### src/rtl/strint_pkg.sv
`timescale 1ns / 1ps

package strint_pkg;

    // Width of the internal magnitude and of the character counters
    localparam int VALUE_BITS  = 64;
    localparam int OFFSET_BITS = 16;

    // Fixed widths of the ports
    localparam int OUT_VALUE_BITS  = 64;
    localparam int OUT_OFFSET_BITS = 16;
    localparam int CHAR_BITS       = 8;
    localparam int RADIX_BITS      = 6;
    localparam int DIGIT_BITS      = 6;

    // Product of magnitude and radix plus one digit
    localparam int MAC_BITS = VALUE_BITS + RADIX_BITS + 1;

    localparam logic [RADIX_BITS-1:0] RADIX_MAX  = 6'd36;
    localparam logic [RADIX_BITS-1:0] RADIX_HEX  = 6'd16;
    localparam logic [RADIX_BITS-1:0] RADIX_DEC  = 6'd10;
    localparam logic [RADIX_BITS-1:0] RADIX_OCT  = 6'd8;
    localparam logic [RADIX_BITS-1:0] RADIX_AUTO = 6'd0;
    localparam logic [RADIX_BITS-1:0] RADIX_ONE  = 6'd1;
    localparam logic [RADIX_BITS-1:0] RADIX_MIN  = 6'd2;
    localparam logic [RADIX_BITS-1:0] BASE_RESET = 6'd10;

    localparam logic [DIGIT_BITS-1:0] NOT_DIGIT = 6'd63;

    // Character codes
    localparam logic [CHAR_BITS-1:0] CH_NUL   = 8'd0;
    localparam logic [CHAR_BITS-1:0] CH_TAB   = 8'd9;
    localparam logic [CHAR_BITS-1:0] CH_CR    = 8'd13;
    localparam logic [CHAR_BITS-1:0] CH_SPACE = 8'd32;
    localparam logic [CHAR_BITS-1:0] CH_PLUS  = 8'd43;
    localparam logic [CHAR_BITS-1:0] CH_MINUS = 8'd45;
    localparam logic [CHAR_BITS-1:0] CH_ZERO  = 8'd48;
    localparam logic [CHAR_BITS-1:0] CH_NINE  = 8'd57;
    localparam logic [CHAR_BITS-1:0] CH_UPR_A = 8'd65;
    localparam logic [CHAR_BITS-1:0] CH_UPR_X = 8'd88;
    localparam logic [CHAR_BITS-1:0] CH_UPR_Z = 8'd90;
    localparam logic [CHAR_BITS-1:0] CH_LWR_A = 8'd97;
    localparam logic [CHAR_BITS-1:0] CH_LWR_X = 8'd120;
    localparam logic [CHAR_BITS-1:0] CH_LWR_Z = 8'd122;

    localparam logic [CHAR_BITS-1:0] UPR_OFFSET = 8'd55;
    localparam logic [CHAR_BITS-1:0] LWR_OFFSET = 8'd87;

    // Configuration register indexes
    localparam logic REG_NUMBER_BASE = 1'b0;

    typedef enum logic [2:0] {
        PH_SPACE   = 3'd0,
        PH_FIRST   = 3'd1,
        PH_ZERO    = 3'd2,
        PH_HEX     = 3'd3,
        PH_DIGITS  = 3'd4,
        PH_DONE    = 3'd5,
        PH_BADBASE = 3'd6
    } phase_t;

    typedef enum logic [1:0] {
        ST_OK       = 2'd0,
        ST_NO_CONV  = 2'd1,
        ST_RANGE    = 2'd2,
        ST_BAD_BASE = 2'd3
    } status_t;

    typedef struct packed {
        phase_t                  phase;
        logic                    neg;
        logic [VALUE_BITS-1:0]   acc;
        logic                    ovf;
        logic [RADIX_BITS-1:0]   radix;
        logic [OFFSET_BITS-1:0]  pos;
        logic [OFFSET_BITS-1:0]  stop;
        logic                    seen;
    } parse_state_t;

    typedef struct packed {
        logic [OUT_VALUE_BITS-1:0]  value;
        logic [OUT_OFFSET_BITS-1:0] offset;
        status_t                    status;
    } parse_result_t;

    localparam parse_state_t STATE_RESET = '{
        phase: PH_SPACE,
        neg:   1'b0,
        acc:   '0,
        ovf:   1'b0,
        radix: RADIX_AUTO,
        pos:   '0,
        stop:  '0,
        seen:  1'b0
    };

    // Saturating increment of a character position
    function automatic logic [OFFSET_BITS-1:0] sat_inc(input logic [OFFSET_BITS-1:0] v);
        return (&v) ? v : v + 1'b1;
    endfunction

    // Digit value of a character, NOT_DIGIT for anything else
    function automatic logic [DIGIT_BITS-1:0] digit_of(input logic [CHAR_BITS-1:0] c);
        logic [CHAR_BITS-1:0] d;
        d = 8'd0;
        if (c >= CH_ZERO && c <= CH_NINE) begin
            d = c - CH_ZERO;
        end else if (c >= CH_UPR_A && c <= CH_UPR_Z) begin
            d = c - UPR_OFFSET;
        end else if (c >= CH_LWR_A && c <= CH_LWR_Z) begin
            d = c - LWR_OFFSET;
        end else begin
            return NOT_DIGIT;
        end
        return d[DIGIT_BITS-1:0];
    endfunction

endpackage

### src/rtl/string_to_signed_integer_parser_top.sv
`timescale 1ns / 1ps

// Streaming signed-integer parser: one byte of a NUL-terminated string per
// transfer, taking one character every clock cycle with no bubbles between
// strings. Each character is captured in an input register at its transfer,
// then combinational next-state logic, whose longest path is the 64x6
// multiply-add of the digit accumulator with its range compare, updates the
// parse state. A NUL's result lands in an output register at that same edge,
// so out_valid is registered, and the result transfers at an edge where
// out_stall is low. The input stalls only while a NUL reaches the parse
// logic and the previous result is still held by out_stall.
// number_base (APB offset 0) is sampled on the first character of a string;
// write it only between strings.
module string_to_signed_integer_parser_top (
    input  logic                                   clk,
    input  logic                                   rst_n,
    // APB configuration port
    input  logic                                   psel,
    input  logic                                   penable,
    input  logic                                   pwrite,
    input  logic [2:0]                             paddr,
    input  logic [31:0]                            pwdata,
    output logic [31:0]                            prdata,
    output logic                                   pready,
    // Character input
    input  logic                                   in_valid,
    output logic                                   in_stall,
    input  logic [strint_pkg::CHAR_BITS-1:0]       char_code,
    // Result output
    output logic                                   out_valid,
    input  logic                                   out_stall,
    output logic signed [strint_pkg::OUT_VALUE_BITS-1:0] parsed_value,
    output logic [strint_pkg::OUT_OFFSET_BITS-1:0] end_offset,
    output logic [1:0]                             parse_status
);
    import strint_pkg::*;

    logic [RADIX_BITS-1:0] base_reg;
    logic                  cfg_write;

    logic                  ch_valid_reg;
    logic [CHAR_BITS-1:0]  ch_reg;
    logic                  advance;

    parse_state_t          state_reg;
    parse_state_t          state_next;
    parse_result_t         step_result;
    logic                  step_done;

    logic                  res_valid_reg;
    parse_result_t         res_reg;

    // Configuration register
    assign pready    = 1'b1;
    assign cfg_write = psel && penable && pwrite && pready && (paddr[2] == REG_NUMBER_BASE);
    assign prdata    = (paddr[2] == REG_NUMBER_BASE) ? 32'(base_reg) : 32'd0;

    always_ff @(posedge clk or negedge rst_n)
    begin
        if (!rst_n) begin
            base_reg <= BASE_RESET;
        end else if (cfg_write) begin
            base_reg <= pwdata[RADIX_BITS-1:0];
        end
    end

    // Advance the held character unless it is a NUL whose result cannot be stored
    assign advance  = ch_valid_reg && (!step_done || !res_valid_reg || !out_stall);
    assign in_stall = ch_valid_reg && !advance;

    // Input register
    always_ff @(posedge clk or negedge rst_n)
    begin
        if (!rst_n) begin
            ch_valid_reg <= 1'b0;
        end else if (!in_stall) begin
            ch_valid_reg <= in_valid;
        end
    end

    always_ff @(posedge clk)
    begin
        if (in_valid && !in_stall) begin
            ch_reg <= char_code;
        end
    end

    strint_step u_step (
        .cur         (state_reg),
        .char_code   (ch_reg),
        .number_base (base_reg),
        .nxt         (state_next),
        .result      (step_result),
        .done        (step_done)
    );

    // Parse state
    always_ff @(posedge clk or negedge rst_n)
    begin
        if (!rst_n) begin
            state_reg <= STATE_RESET;
        end else if (advance) begin
            state_reg <= state_next;
        end
    end

    // Output register: load on NUL, drop after the transfer
    always_ff @(posedge clk or negedge rst_n)
    begin
        if (!rst_n) begin
            res_valid_reg <= 1'b0;
        end else if (advance && step_done) begin
            res_valid_reg <= 1'b1;
        end else if (res_valid_reg && !out_stall) begin
            res_valid_reg <= 1'b0;
        end
    end

    always_ff @(posedge clk)
    begin
        if (advance && step_done) begin
            res_reg <= step_result;
        end
    end

    assign out_valid    = res_valid_reg;
    assign parsed_value = $signed(res_reg.value);
    assign end_offset   = res_reg.offset;
    assign parse_status = res_reg.status;

endmodule

### src/rtl/strint_step.sv
`timescale 1ns / 1ps

// Next-state and result logic for one character of the string.
module strint_step (
    input  strint_pkg::parse_state_t             cur,
    input  logic [strint_pkg::CHAR_BITS-1:0]     char_code,
    input  logic [strint_pkg::RADIX_BITS-1:0]    number_base,
    output strint_pkg::parse_state_t             nxt,
    output strint_pkg::parse_result_t            result,
    output logic                                 done
);
    import strint_pkg::*;

    parse_state_t             s;
    logic [RADIX_BITS-1:0]    r_take;
    logic [DIGIT_BITS-1:0]    dig;
    logic                     dig_ok;
    logic [VALUE_BITS-1:0]    lim;
    logic [MAC_BITS-1:0]      mac;
    logic                     mac_ovf;
    logic [VALUE_BITS-1:0]    mag;
    logic [VALUE_BITS-1:0]    sval;
    logic [OFFSET_BITS+OUT_OFFSET_BITS-1:0] off_w;
    logic [OFFSET_BITS-1:0]   off;
    logic                     is_space;

    // Sample the base on the first character of a string
    always_comb
    begin
        s = cur;
        if (cur.phase == PH_SPACE && cur.pos == '0) begin
            s.radix = number_base;
            if (number_base == RADIX_ONE || number_base > RADIX_MAX) begin
                s.phase = PH_BADBASE;
            end
        end
    end

    // Shared multiply-add with overflow check against the signed limit
    always_comb
    begin
        r_take  = (s.radix == RADIX_AUTO) ? RADIX_DEC : s.radix;
        dig     = digit_of(char_code);
        dig_ok  = (dig < r_take) && (r_take >= RADIX_MIN);
        lim     = s.neg ? (VALUE_BITS'(1) << (VALUE_BITS - 1))
                        : ((VALUE_BITS'(1) << (VALUE_BITS - 1)) - 1'b1);
        mac     = MAC_BITS'(s.acc) * MAC_BITS'(r_take) + MAC_BITS'(dig);
        mac_ovf = mac > MAC_BITS'(lim);
    end

    // Advance the parse state
    always_comb
    begin
        nxt      = s;
        is_space = (char_code == CH_SPACE) || (char_code >= CH_TAB && char_code <= CH_CR);
        done     = (char_code == CH_NUL);

        if (done) begin
            nxt = STATE_RESET;
        end else begin
            case (s.phase)
                PH_SPACE, PH_FIRST, PH_ZERO, PH_HEX, PH_DIGITS:
                begin
                    if (s.phase == PH_SPACE && is_space) begin
                        nxt.phase = PH_SPACE;
                    end else if (s.phase == PH_SPACE
                                 && (char_code == CH_PLUS || char_code == CH_MINUS)) begin
                        nxt.neg   = (char_code == CH_MINUS);
                        nxt.phase = PH_FIRST;
                    end else if ((s.phase == PH_SPACE || s.phase == PH_FIRST)
                                 && char_code == CH_ZERO) begin
                        // Leading zero: may open an octal or hex prefix
                        nxt.seen = 1'b1;
                        nxt.acc  = '0;
                        nxt.stop = sat_inc(s.pos);
                        if (s.radix == RADIX_AUTO) begin
                            nxt.radix = RADIX_OCT;
                            nxt.phase = PH_ZERO;
                        end else if (s.radix == RADIX_HEX) begin
                            nxt.phase = PH_ZERO;
                        end else begin
                            nxt.phase = PH_DIGITS;
                        end
                    end else if (s.phase == PH_ZERO
                                 && (char_code == CH_LWR_X || char_code == CH_UPR_X)) begin
                        // Stop position keeps pointing at the x
                        nxt.radix = RADIX_HEX;
                        nxt.seen  = 1'b0;
                        nxt.phase = PH_HEX;
                    end else begin
                        nxt.radix = r_take;
                        if (!dig_ok) begin
                            nxt.phase = PH_DONE;
                        end else begin
                            if (!s.ovf) begin
                                if (mac_ovf) begin
                                    nxt.ovf = 1'b1;
                                end else begin
                                    nxt.acc = mac[VALUE_BITS-1:0];
                                end
                            end
                            nxt.seen  = 1'b1;
                            nxt.stop  = sat_inc(s.pos);
                            nxt.phase = PH_DIGITS;
                        end
                    end
                end
                default:
                begin
                    nxt.phase = s.phase;
                end
            endcase
            nxt.pos = sat_inc(s.pos);
        end
    end

    // Build the result for the terminating NUL
    always_comb
    begin
        mag  = s.ovf ? lim : s.acc;
        sval = s.neg ? (VALUE_BITS'(0) - mag) : mag;
        off  = s.stop;
        result.value  = '0;
        result.status = ST_OK;
        if (s.phase == PH_BADBASE) begin
            result.status = ST_BAD_BASE;
            off           = '0;
        end else if (!s.seen) begin
            result.status = ST_NO_CONV;
        end else if (s.ovf) begin
            result.status = ST_RANGE;
            result.value  = OUT_VALUE_BITS'($signed(sval));
        end else begin
            result.value  = OUT_VALUE_BITS'($signed(sval));
        end
        off_w = (OFFSET_BITS + OUT_OFFSET_BITS)'(off);
        if (off_w > (OFFSET_BITS + OUT_OFFSET_BITS)'({OUT_OFFSET_BITS{1'b1}})) begin
            result.offset = {OUT_OFFSET_BITS{1'b1}};
        end else begin
            result.offset = off_w[OUT_OFFSET_BITS-1:0];
        end
    end

endmodule
### config.mk
export PLATFORM = sky130hd
export DESIGN_NAME = string_to_signed_integer_parser_top
export DESIGN_NICKNAME = d
export VERILOG_FILES = /design/src/rtl/strint_pkg.sv /design/src/rtl/string_to_signed_integer_parser_top.sv /design/src/rtl/strint_step.sv
export SDC_FILE = /design/constraint.sdc
export NUM_CORES = 1
export LEC_CHECK = 0
export BUFFER_PORTS_ARGS = -buffer_cell sky130_fd_sc_hd__buf_4
export CAP_MARGIN = 20
export CORE_UTILIZATION = 51
export DETAILED_ROUTE_END_ITERATION = 6
export MAX_ROUTING_LAYER = met4
export PLACE_DENSITY = 0.68
export SLEW_MARGIN = 0
export SYNTH_ARGS = -nofsm -noshare
export SYNTH_HDL_FRONTEND = slang
export SYNTH_SLANG_ARGS = --single-unit
### constraint.sdc
create_clock -name clk -period 12 [get_ports clk]
set_clock_uncertainty 0.1 [all_clocks]
set_input_delay 0 -clock clk [delete_from_list [all_inputs] [get_ports clk]]
set_output_delay 0 -clock clk [all_outputs]
set_load 0.02 [all_outputs]
== After elaboration in Yosys (flattened, before gate mapping) ==
Index checks and enable logic that the tools add are counted.

* Register bits after elaboration: 206
* Input port bits: 50

* $add $sub $neg: 6
* Mux-type cells: 53
* Eq/ne operators: 20
* Multiply operators: 1
* Magnitude comparators: 12
* Bitwise logic cells: 2
* Reduce and logical (&&, ||, !) cells: 49

{| class="wikitable"
|+ Operators by type and width
! cell !! number
|-
| two-way mux 64 bit || 5
|-
| two-way mux 65 bit || 3
|-
| two-way mux 72 bit || 2
|-
| two-way mux 108 bit || 1
|-
| two-way mux 17 bit || 5
|-
| two-way mux 6 bit || 13
|-
| adder 70 x 6 -> 71 bit || 1
|-
| greater-than comparator 71 x 64 -> 1 bit || 1
|-
| two-way mux 71 bit || 1
|-
| multiplier 64 x 6 -> 70 bit || 1
|-
| subtractor 1 x 64 -> 64 bit, first input constant || 1
|-
| == test 8 x 6 -> 1 bit, second input constant || 4
|-
| two-way mux 16 bit || 2
|-
| two-way mux 3 bit || 9
|-
| logical AND 1 bit || 18
|-
| adder 16 x 1 -> 16 bit, second input constant || 1
|-
| == test 8 x 7 -> 1 bit, second input constant || 2
|-
| >= comparator 8 x 7 -> 1 bit, second input constant || 2
|-
| <= comparator 8 x 7 -> 1 bit, second input constant || 2
|-
| logical NOT 16 bit || 1
|-
| AND reduction 16 bit || 1
|-
| subtractor 6 bit, second input constant || 2
|-
| two-way mux 1 bit || 10
|-
| >= comparator 8 x 4 -> 1 bit, second input constant || 1
|-
| 33 further kinds || 54
|}

== Longest topological paths before layout ==
Gate-level depths: netlist (run 1).

* Depth in word-level cells: 17
* Depth in mapped cells: 42
* Depth with buffers taken out: 38

== Cells and area by module ==
A second synthesis (run 1) with hierarchy kept.

* Cell total of the unflattened synthesis: 3,667
* Area, all modules: 30,484.2 µm²

{| class="wikitable"
|+ Modules (own cells, without submodules)
! module !! instances !! cells each !! sequential area each (µm²) !! area an instance (µm²)
|-
| strint_step || 1 || 2,907 || 0.0 || 21,505.6
|-
| string_to_signed_integer_parser_top || 1 || 760 || 5,607.9 || 8,978.6
|}

== Worst setup path before layout (run 1) ==
Ideal clock, no wire load.

* Kind: register -> register
* Start: register state_reg[30] in the netlist's numbering
* End: register state_reg[85] in the netlist's numbering
* Data arrival time: 8.926 ns
* Clock period less this slack: 9.153 ns
* Library setup time: 0.128 ns
* Stages on the path, launching flop included: 38
* Setup slack: 2.847 ns
* Path through: dfrtp_1 > clkbuf_1 > or4_1 > nor3_2 > buf_2 > mux2_2 > nor2_1 > nand2_1 > nand2_1 > clkbuf_1 > nand2_1 > fa_1 > fa_1 > inv_1 > fa_1 > inv_1 > fa_1 > inv_1 > (+2 left out) > o21ai_0 > a211oi_1 > o22ai_1 > nor2_1 > o41ai_1 > o21a_1 > o21ai_0 > o31a_1 > ha_1 > a21oi_1 > nor2_1 > a2111oi_0 > o21ai_0 > o21ai_0 > nand2_1 > nor4bb_2 > buf_6 > mux2_1

* Word-level cells in the longest chain between the ends: 16

{| class="wikitable"
|+ Ends and longest elaborated chain
! item !! RTL line !! text
|-
| start: declaration || string_to_signed_integer_parser_top.sv:45 || <nowiki>parse_state_t state_reg;</nowiki>
|-
| start signal: assignment || string_to_signed_integer_parser_top.sv:103 || <nowiki>state_reg <= state_next;</nowiki>
|-
| logical NOT 16 bit * || strint_step.sv:31 || <nowiki>if (cur.phase == PH_SPACE && cur.pos == '0) begin</nowiki>
|-
| logical AND 1 bit * || strint_step.sv:31 ||
|-
| branches (longest 14 deep; another with adder 70 x 6 -> 71 bit) || -- ||
|}

Mark *: on every way between the ends. The select of a mux whose other input is x is not followed.
A chain may end at the register's enable or synchronous reset.

== Worst setup path after layout (run 1) ==
* Start: register state_reg[106] in the netlist's numbering
* End: register state_reg[103] in the netlist's numbering

* Word-level cells in the longest chain between the ends: 16

{| class="wikitable"
|+ Ends and longest elaborated chain
! item
|-
| branches (longest 16 deep; another with adder 70 x 6 -> 71 bit)
|}

Parallel ways; which one is timed is not known. The select of a mux whose other input is x is not followed.

==> results of run 1 <==
-- timing repair --
action / 4_1_cts / 5_1_grt
setup buffers: 0 / 0
endpoints found under the hold margin: 75 / 0
hold buffers: 26 / 0
gates resized for setup: 0 / 1
setup endpoints to repair: 0 / 2
-- per-stage QoR --
stage,power [mW],utilization (%),hold WS (ns),cells
detailed placement,1.81,53.4,0.00908,3751
global placement,1.80,53.4,0.0127,3751
finish,2.72,55.9,0.0606,3829
global route,2.83,55.9,0.0521,3829
floorplan,1.46,-,-0.396,3159
CTS,2.70,55.7,0.0454,3826
-- per-layer routing --
metal  track usage [%]  routed length (um)  vias up
met5                 -                   0        -
met4              9.27                2580        0
met3              4.78                7590      180
met2              49.9               38600     1116
met1              45.7               36700    11720
li1                  -                   -    10750
-- final cells by class --
type	count	area, um^2
Sequential cell	206	5610
Tap cell	688	861
Inverter	159	599
Multi-Input combinational cell	2552	19800
Fill cell	4749	23200
Timing Repair Buffer	175	1440
Clock inverter	18	233
Clock buffer	31	701
-- report_power, final --
part           total (mW)  leakage, nW  switching, mW  internal (mW)
combinational       0.978         10.8          0.686          0.292
clock               0.873        0.443          0.361          0.512
sequential          0.868         2.37         0.0561          0.812
total                2.72         13.6           1.10           1.62
-- synthesized netlist by cell type, drive strengths merged (16+ instances only) --
cell	instances	area share [%]
ha	231	11
a211oi	22	0.61
xor2	26	0.84
o31ai	24	0.67
nand2	401	5.6
and3	16	0.37
nor2b	38	0.88
and2	269	6.2
o21ai	191	3.5
or2	16	0.37
a21o	45	1.2
edfxtp	90	10
o211ai	21	0.58
inv	158	2.2
nor4	21	0.49
a31oi	21	0.51
nand2b	19	0.44
nor2	200	2.8
nand3	48	0.89
a21oi	199	3.7
dfrtp	114	11
buf	50	1.5
xnor2	54	1.7
nor3	66	1.2
mux2i	72	2.7
clkbuf	192	2.7
fa	252	19
nand4	53	1.2
o21a	24	0.67
-- worst paths after layout --
path,depth (start not counted),end
min in group asynchronous,3,base_reg[1]
hold / removal,2,ch_reg[5]
setup / recovery,35,state_reg[103]
setup reg to reg,35,state_reg[103]
hold reg to reg,2,state_reg[8]
max in group asynchronous,4,state_reg[91]
-- cell families after synthesis --
family | share of synthesized area [%]
simple gates | 22.2
compound gates | 15.5
fa+ha+maj | 29.3
buf+inv | 6.41
flops | 20.7
mux | 3.21
xor+xnor | 2.59
other cells | 0.0278
-- critical path, delay by kind of cell (launching register included) --
family,cells,cell delay [ns]
and+or+nand+nor,12,2.90
AOI/OAI and AO/OA,9,2.86
adders and majority gates,6,2.74
buffers and inverters,5,1.46
muxes,2,0.57
DFF,1,0.42
xor gates and xnor gates,1,0.20
==> results.md, run 1 <==
* Synth Cell Area at about 27,000 um^2
* CP required at about 12 ns
* Max reg flops at approximately 110
* Hold Fails Final Rpt at 0
* Antenna fix cells at 0
* TritonRoute pass-1 iters at 5
* Setup TNS at 0 ns
* GRT Total Usage at 32.9%
* Setup crit start kind: flip-flop
* Vias in the first global route at roughly 23,000
* CTS root buf: clkbuf_16
* FF-to-FF setup slack at roughly 0.62 ns
* PD cells at ~93 nW/um^2
* Via count at 23,766
* Post-synth ARST share at a little under three fifths
* Ys Warns at 0
* Row cnt at 84
* Fraction of layout cells with a size suffix above 1 at roughly 8.1%
* CTS tree: done
* Cell variety after synth at approximately 90
* Initial Util at just over 50%
* I/O Pins at around 170
* Routed vias/inst at between 6 and 7
* DP Area at between 20,000 and 30,000 um^2
* Insertion delay to the later sink of the worst-skew pair at between 0.5 and 0.6 ns
* Area delta synth->final at 8.29%
* DP HPWL at between 60,000 and 70,000 um
* Clock period minus worst slack at ~11 ns
* Post-synth EDFFs at 90
* Register area share after synthesis at between 20% and 30%
* CP max FO at 40
* Worst Min Path Start: char_code[5]
* Outcome: finished clean
* Global-route wire length before repair at around 130,000 um
* Final RePlAce weighted congestion at 0.974
* Final worst slack at between 0.6 and 0.7 ns
* Core box area at about 52,000 um^2
* Syn_area_per_cell at between 8 and 9 um^2
* Synth Flop Type: dfrtp_1
* Setup violations, final at 0
* Reg clk slew, reported paths at 0.06 ns
* Port Buf Inserts at ~110
* Top cell by count, worst path: o21ai_0
* Initial antenna violation count at 2
* CP max stage cell: o41ai_1
* CTS H-tree depth at 1
* Die Width at between 200 and 250 um
* Worst slew margin at 21.6%
* Critical path's largest stage delay at roughly 0.57 ns
* FF+latch count, synth at 206
* Die height at between 200 and 250 um
* Commonest non-fill, non-tap cell in the layout: nand2_1
* Mapped Cells at approximately 3,100
* WL final at 85,400 um
* CP startpoint: state_reg[106]
* Post-Layout Inst Area at around 29,000 um^2
* DP Worst Slack at between 0.6 and 0.7 ns
* Clock buffer count from CTS at 27
* Largest net degree at the start of global routing at 84
* Maximum clock rate at roughly 88 MHz
* Worst slew pin tran at 1.17 ns
* Routed Antenna Nets at 0
* Final Net Count at 3,654
* Min-delay worst type: in2reg
* Critical path class: reg2reg
* Die ar. at 54,000 um^2
* Commonest cells after routing, fill and taps aside: 397 x nand2_1, 269 x and2_1, 252 x fa_1
* RSZ-0062 raised after global routing: no
* # clock sinks at 206
* Crit path DAT at approximately 12 ns
* Max-cap violation count at 0
* Max Buffers Root-to-Sink at 3
* DRC viols at 0
* Routed len/inst at approximately 22 um
* Reg2reg start: state_reg[106]
* Crit. End Element: flip-flop
* Max-slew violations at 0
* Leakage at roughly 14 nW
* Grt ovf at 0
* Period utilization at a little over nine tenths
* Initial DRC count at between 2,000 and 3,000
* Maximum vdd drop at approximately 92 uV
Power figures use the tool's default switching activity.
==> run 2: changes to the inputs <==
--- a/config.mk
+++ b/config.mk
@@ -9,8 +9,10 @@
 export CAP_MARGIN = 20
 export CORE_UTILIZATION = 51
 export DETAILED_ROUTE_END_ITERATION = 6
+export HOLD_SLACK_MARGIN = 0.08
 export MAX_ROUTING_LAYER = met4
-export PLACE_DENSITY = 0.68
+export PLACE_DENSITY = 0.71
+export RECOVER_POWER = 100
 export SLEW_MARGIN = 0
 export SYNTH_ARGS = -nofsm -noshare
 export SYNTH_HDL_FRONTEND = slang
==> results.md, run 2 (synthesis gave the netlist of run 1 again) <==
* Outcome: complete, but fails checks (was finished clean)
* Failing checks: capacitance limit, slew limit
* Insertion delay to the later sink of the worst-skew pair at 0.60 ns (was 0.58 ns)
* Leakage at 13.3 nW (was 13.6 nW)
* DRC viols at 0 (unchanged)
* Switching Fraction at 41.4% (was 40.6%)
* Critical path class: reg2reg (unchanged)
* Final Net Count at 3,671 (was 3,654)
* Reg clk slew, reported paths at 0.06 ns (about the same)
* Die height at 232 um (unchanged)
* Maximum clock rate at 86.9 MHz (was 87.9 MHz)
* CTS tree: done (unchanged)
* Grt ovf at 0 (unchanged)
* RSZ-0062 raised after global routing: no (unchanged)
* Crit path DAT at 11.92 ns (was 11.76 ns)
* Final RePlAce weighted congestion at 0.992 (was 0.974)
* Critical path's largest stage delay at 0.57 ns (about the same)
* Worst Path Buf+Inv at 5 (unchanged)
* Clk network pwr share at 30.7% (was 32.1%)
* Max-slew violations at 369 (was 0)
* Crit. End Element: flip-flop (unchanged)
* Port Buf Inserts at 111 (unchanged)
* GRT Total Usage at 32.6% (was 32.9%)
* Via count at 23,904 (was 23,766)
* Setup TNS at 0 ns (unchanged)
* Internal power at 1.55 mW (was 1.62 mW)
* PD cells at 91.6 nW/um^2 (was 92.8 nW/um^2)
* Cell family with most CP delay: simple AND/OR/NAND/NOR gates (unchanged)
* Max reg flops at 108 (unchanged)
* Die Width at 232 um (unchanged)
* Initial Util at 51.6% (unchanged)
* # clock sinks at 206 (unchanged)
* Initial antenna violation count at 1 (was 2)
* WL final at 85,300 um (was 85,400 um)
* Routed vias/inst at 6.21 (about the same)
* Worst slew pin tran at 3.42 ns (was 1.17 ns)
* P_sw at 1.10 mW (about the same)
* Setup violations, final at 0 (unchanged)
* Max-cap violation count at 9 (was 0)
* CP max stage cell: nor3_1 (was o41ai_1)
* Initial DRC count at 2,364 (was 2,615)
* Row cnt at 84 (unchanged)
* Commonest cells after routing, fill and taps aside: 397 x nand2_1, 267 x and2_1, 252 x fa_1 (was 397 x nand2_1, 269 x and2_1, 252 x fa_1)
* Combinational Power Share at 36.8% (was 36.0%)
* DP HPWL at 64,300 um (was 64,400 um)
* CTS H-tree depth at 1 (unchanged)
* Antenna fix cells at 0 (unchanged)
* I/O Pins at 167 (unchanged)
* Vias in the first global route at 23,692 (was 23,281)
* Sequential share of power at 32.4% (was 31.9%)
* Min-delay worst type: in2reg (unchanged)
* Clock buffer count from CTS at 28 (was 27)
* Final worst slack at 0.488 ns (was 0.624 ns)
* Global-route wire length before repair at 133,000 um (was 134,000 um)
* Max Buffers Root-to-Sink at 3 (unchanged)
* CTS root buf: clkbuf_16 (unchanged)
* Area delta synth->final at 7.04% (was 8.29%)
* Clock period minus worst slack at 11.51 ns (was 11.38 ns)
* CP required at 12.41 ns (was 12.38 ns)
* Setup crit start kind: flip-flop (unchanged)
* Routed len/inst at 22.2 um (was 22.3 um)
* Fillers at 4,797 (was 4,749)
* Fraction of layout cells with a size suffix above 1 at 4.78% (was 8.12%)
* DP Worst Slack at 0.677 ns (was 0.636 ns)
* Maximum vdd drop at 129 uV (was 92.0 uV)
* Commonest non-fill, non-tap cell in the layout: nand2_1 (unchanged)
* CP max FO at 43 (was 40)
* Hold Fails Final Rpt at 0 (unchanged)
* Core box area at 52,400 um^2 (unchanged)
* TritonRoute pass-1 iters at 6 (was 5)
* Period utilization at 95.9% (was 94.8%)
* Die ar. at 54,000 um^2 (unchanged)
* Routed Antenna Nets at 0 (unchanged)
* Worst slew margin at -128% (was 21.6%)
* Largest net degree at the start of global routing at 84 (unchanged)
## run 2: changes by cell type in the layout (fill, tap and decap cells not counted), moves of 3 or more
cell and delta:
clkinvlp_4 +3, inv_6 -5, clkinv_2 +5, buf_4 -105, dlygate4sd3_1 +11, clkbuf_4 +10
clkbuf_1 +104, bufinv_16 -3
## run 2: worst paths after layout
check	startpoint	endpoint	slack (ns)	depth (start not counted)
max	state_reg[106]	state_reg[94]	0.49	36
min	out_stall	out_valid	0.13	4
max reg2reg	state_reg[106]	state_reg[94]	0.49	36
min reg2reg	state_reg[12]	state_reg[12]	0.37	2
max in group asynchronous	rst_n	state_reg[100]	7.26	5
min in group asynchronous	rst_n	ch_valid_reg	0.86	4
## run 2: timing repair
item	in CTS	in global routing
hold endpoints to repair	64	0
hold buffers	37	0
gates resized for setup	0	1
endpoints found under the setup margin	0	37
buffers inserted	0	0
## run 2: worst reg2reg max path: cells and delay by family, from the launching register on
family                     cells  cell delay (ns)
and+or+nand+nor               15             3.85
adders and majority gates      6             2.67
AOI/OAI and AO/OA              7             2.15
buffers and inverters          5             1.46
muxes                          2             0.63
DFF                            1             0.44
xor gates and xnor gates       1             0.11
## run 2: metal layers
layer | wire length (um) | part of all wire (%) | global-route usage (%) | vias up
li1 | - | - | - | 10780
met1 | 35900 | 42 | 43.6 | 11729
met2 | 37300 | 44 | 48.5 | 1181
met3 | 8090 | 9.5 | 6.07 | 214
met4 | 4110 | 4.8 | 13.6 | 0
met5 | 0 | 0 | - | -
## run 2: power by group through the flow
stage / Clock (mW) / Combinational (mW) / Sequential (mW)
2_1_floorplan: 0 / 0.605 / 0.854
3_3_place_gp: 0 / 0.915 / 0.870
3_5_place_dp: 0 / 0.936 / 0.872
4_1_cts: 0.829 / 0.955 / 0.859
5_1_grt: 0.853 / 1.04 / 0.867
6_report: 0.814 / 0.977 / 0.860
## run 2: per-stage QoR
step | util, % | instance area, um^2 | hold slack, ns | std cells | total power, mW
2_1_floorplan | - | 27100 | -0.396 | 3159 | 1.46
3_3_place_gp | 53.5 | 28100 | -0.0321 | 3755 | 1.79
3_5_place_dp | 53.5 | 28100 | -0.0226 | 3755 | 1.81
4_1_cts | 56.0 | 29300 | 0.113 | 3844 | 2.64
5_1_grt | 55.2 | 29000 | 0.151 | 3848 | 2.76
6_report | 55.2 | 29000 | 0.133 | 3848 | 2.65
## run 2: area by class of cell
type	count	area, um^2	share of cell area (%)
Clock buffer	34	723	2.50
Multi-Input combinational cell	2552	19800	68.5
Tap cell	688	861	2.97
Sequential cell	206	5610	19.4
Clock inverter	18	156	0.540
Timing Repair Buffer	191	1170	4.04
Inverter	159	598	2.07
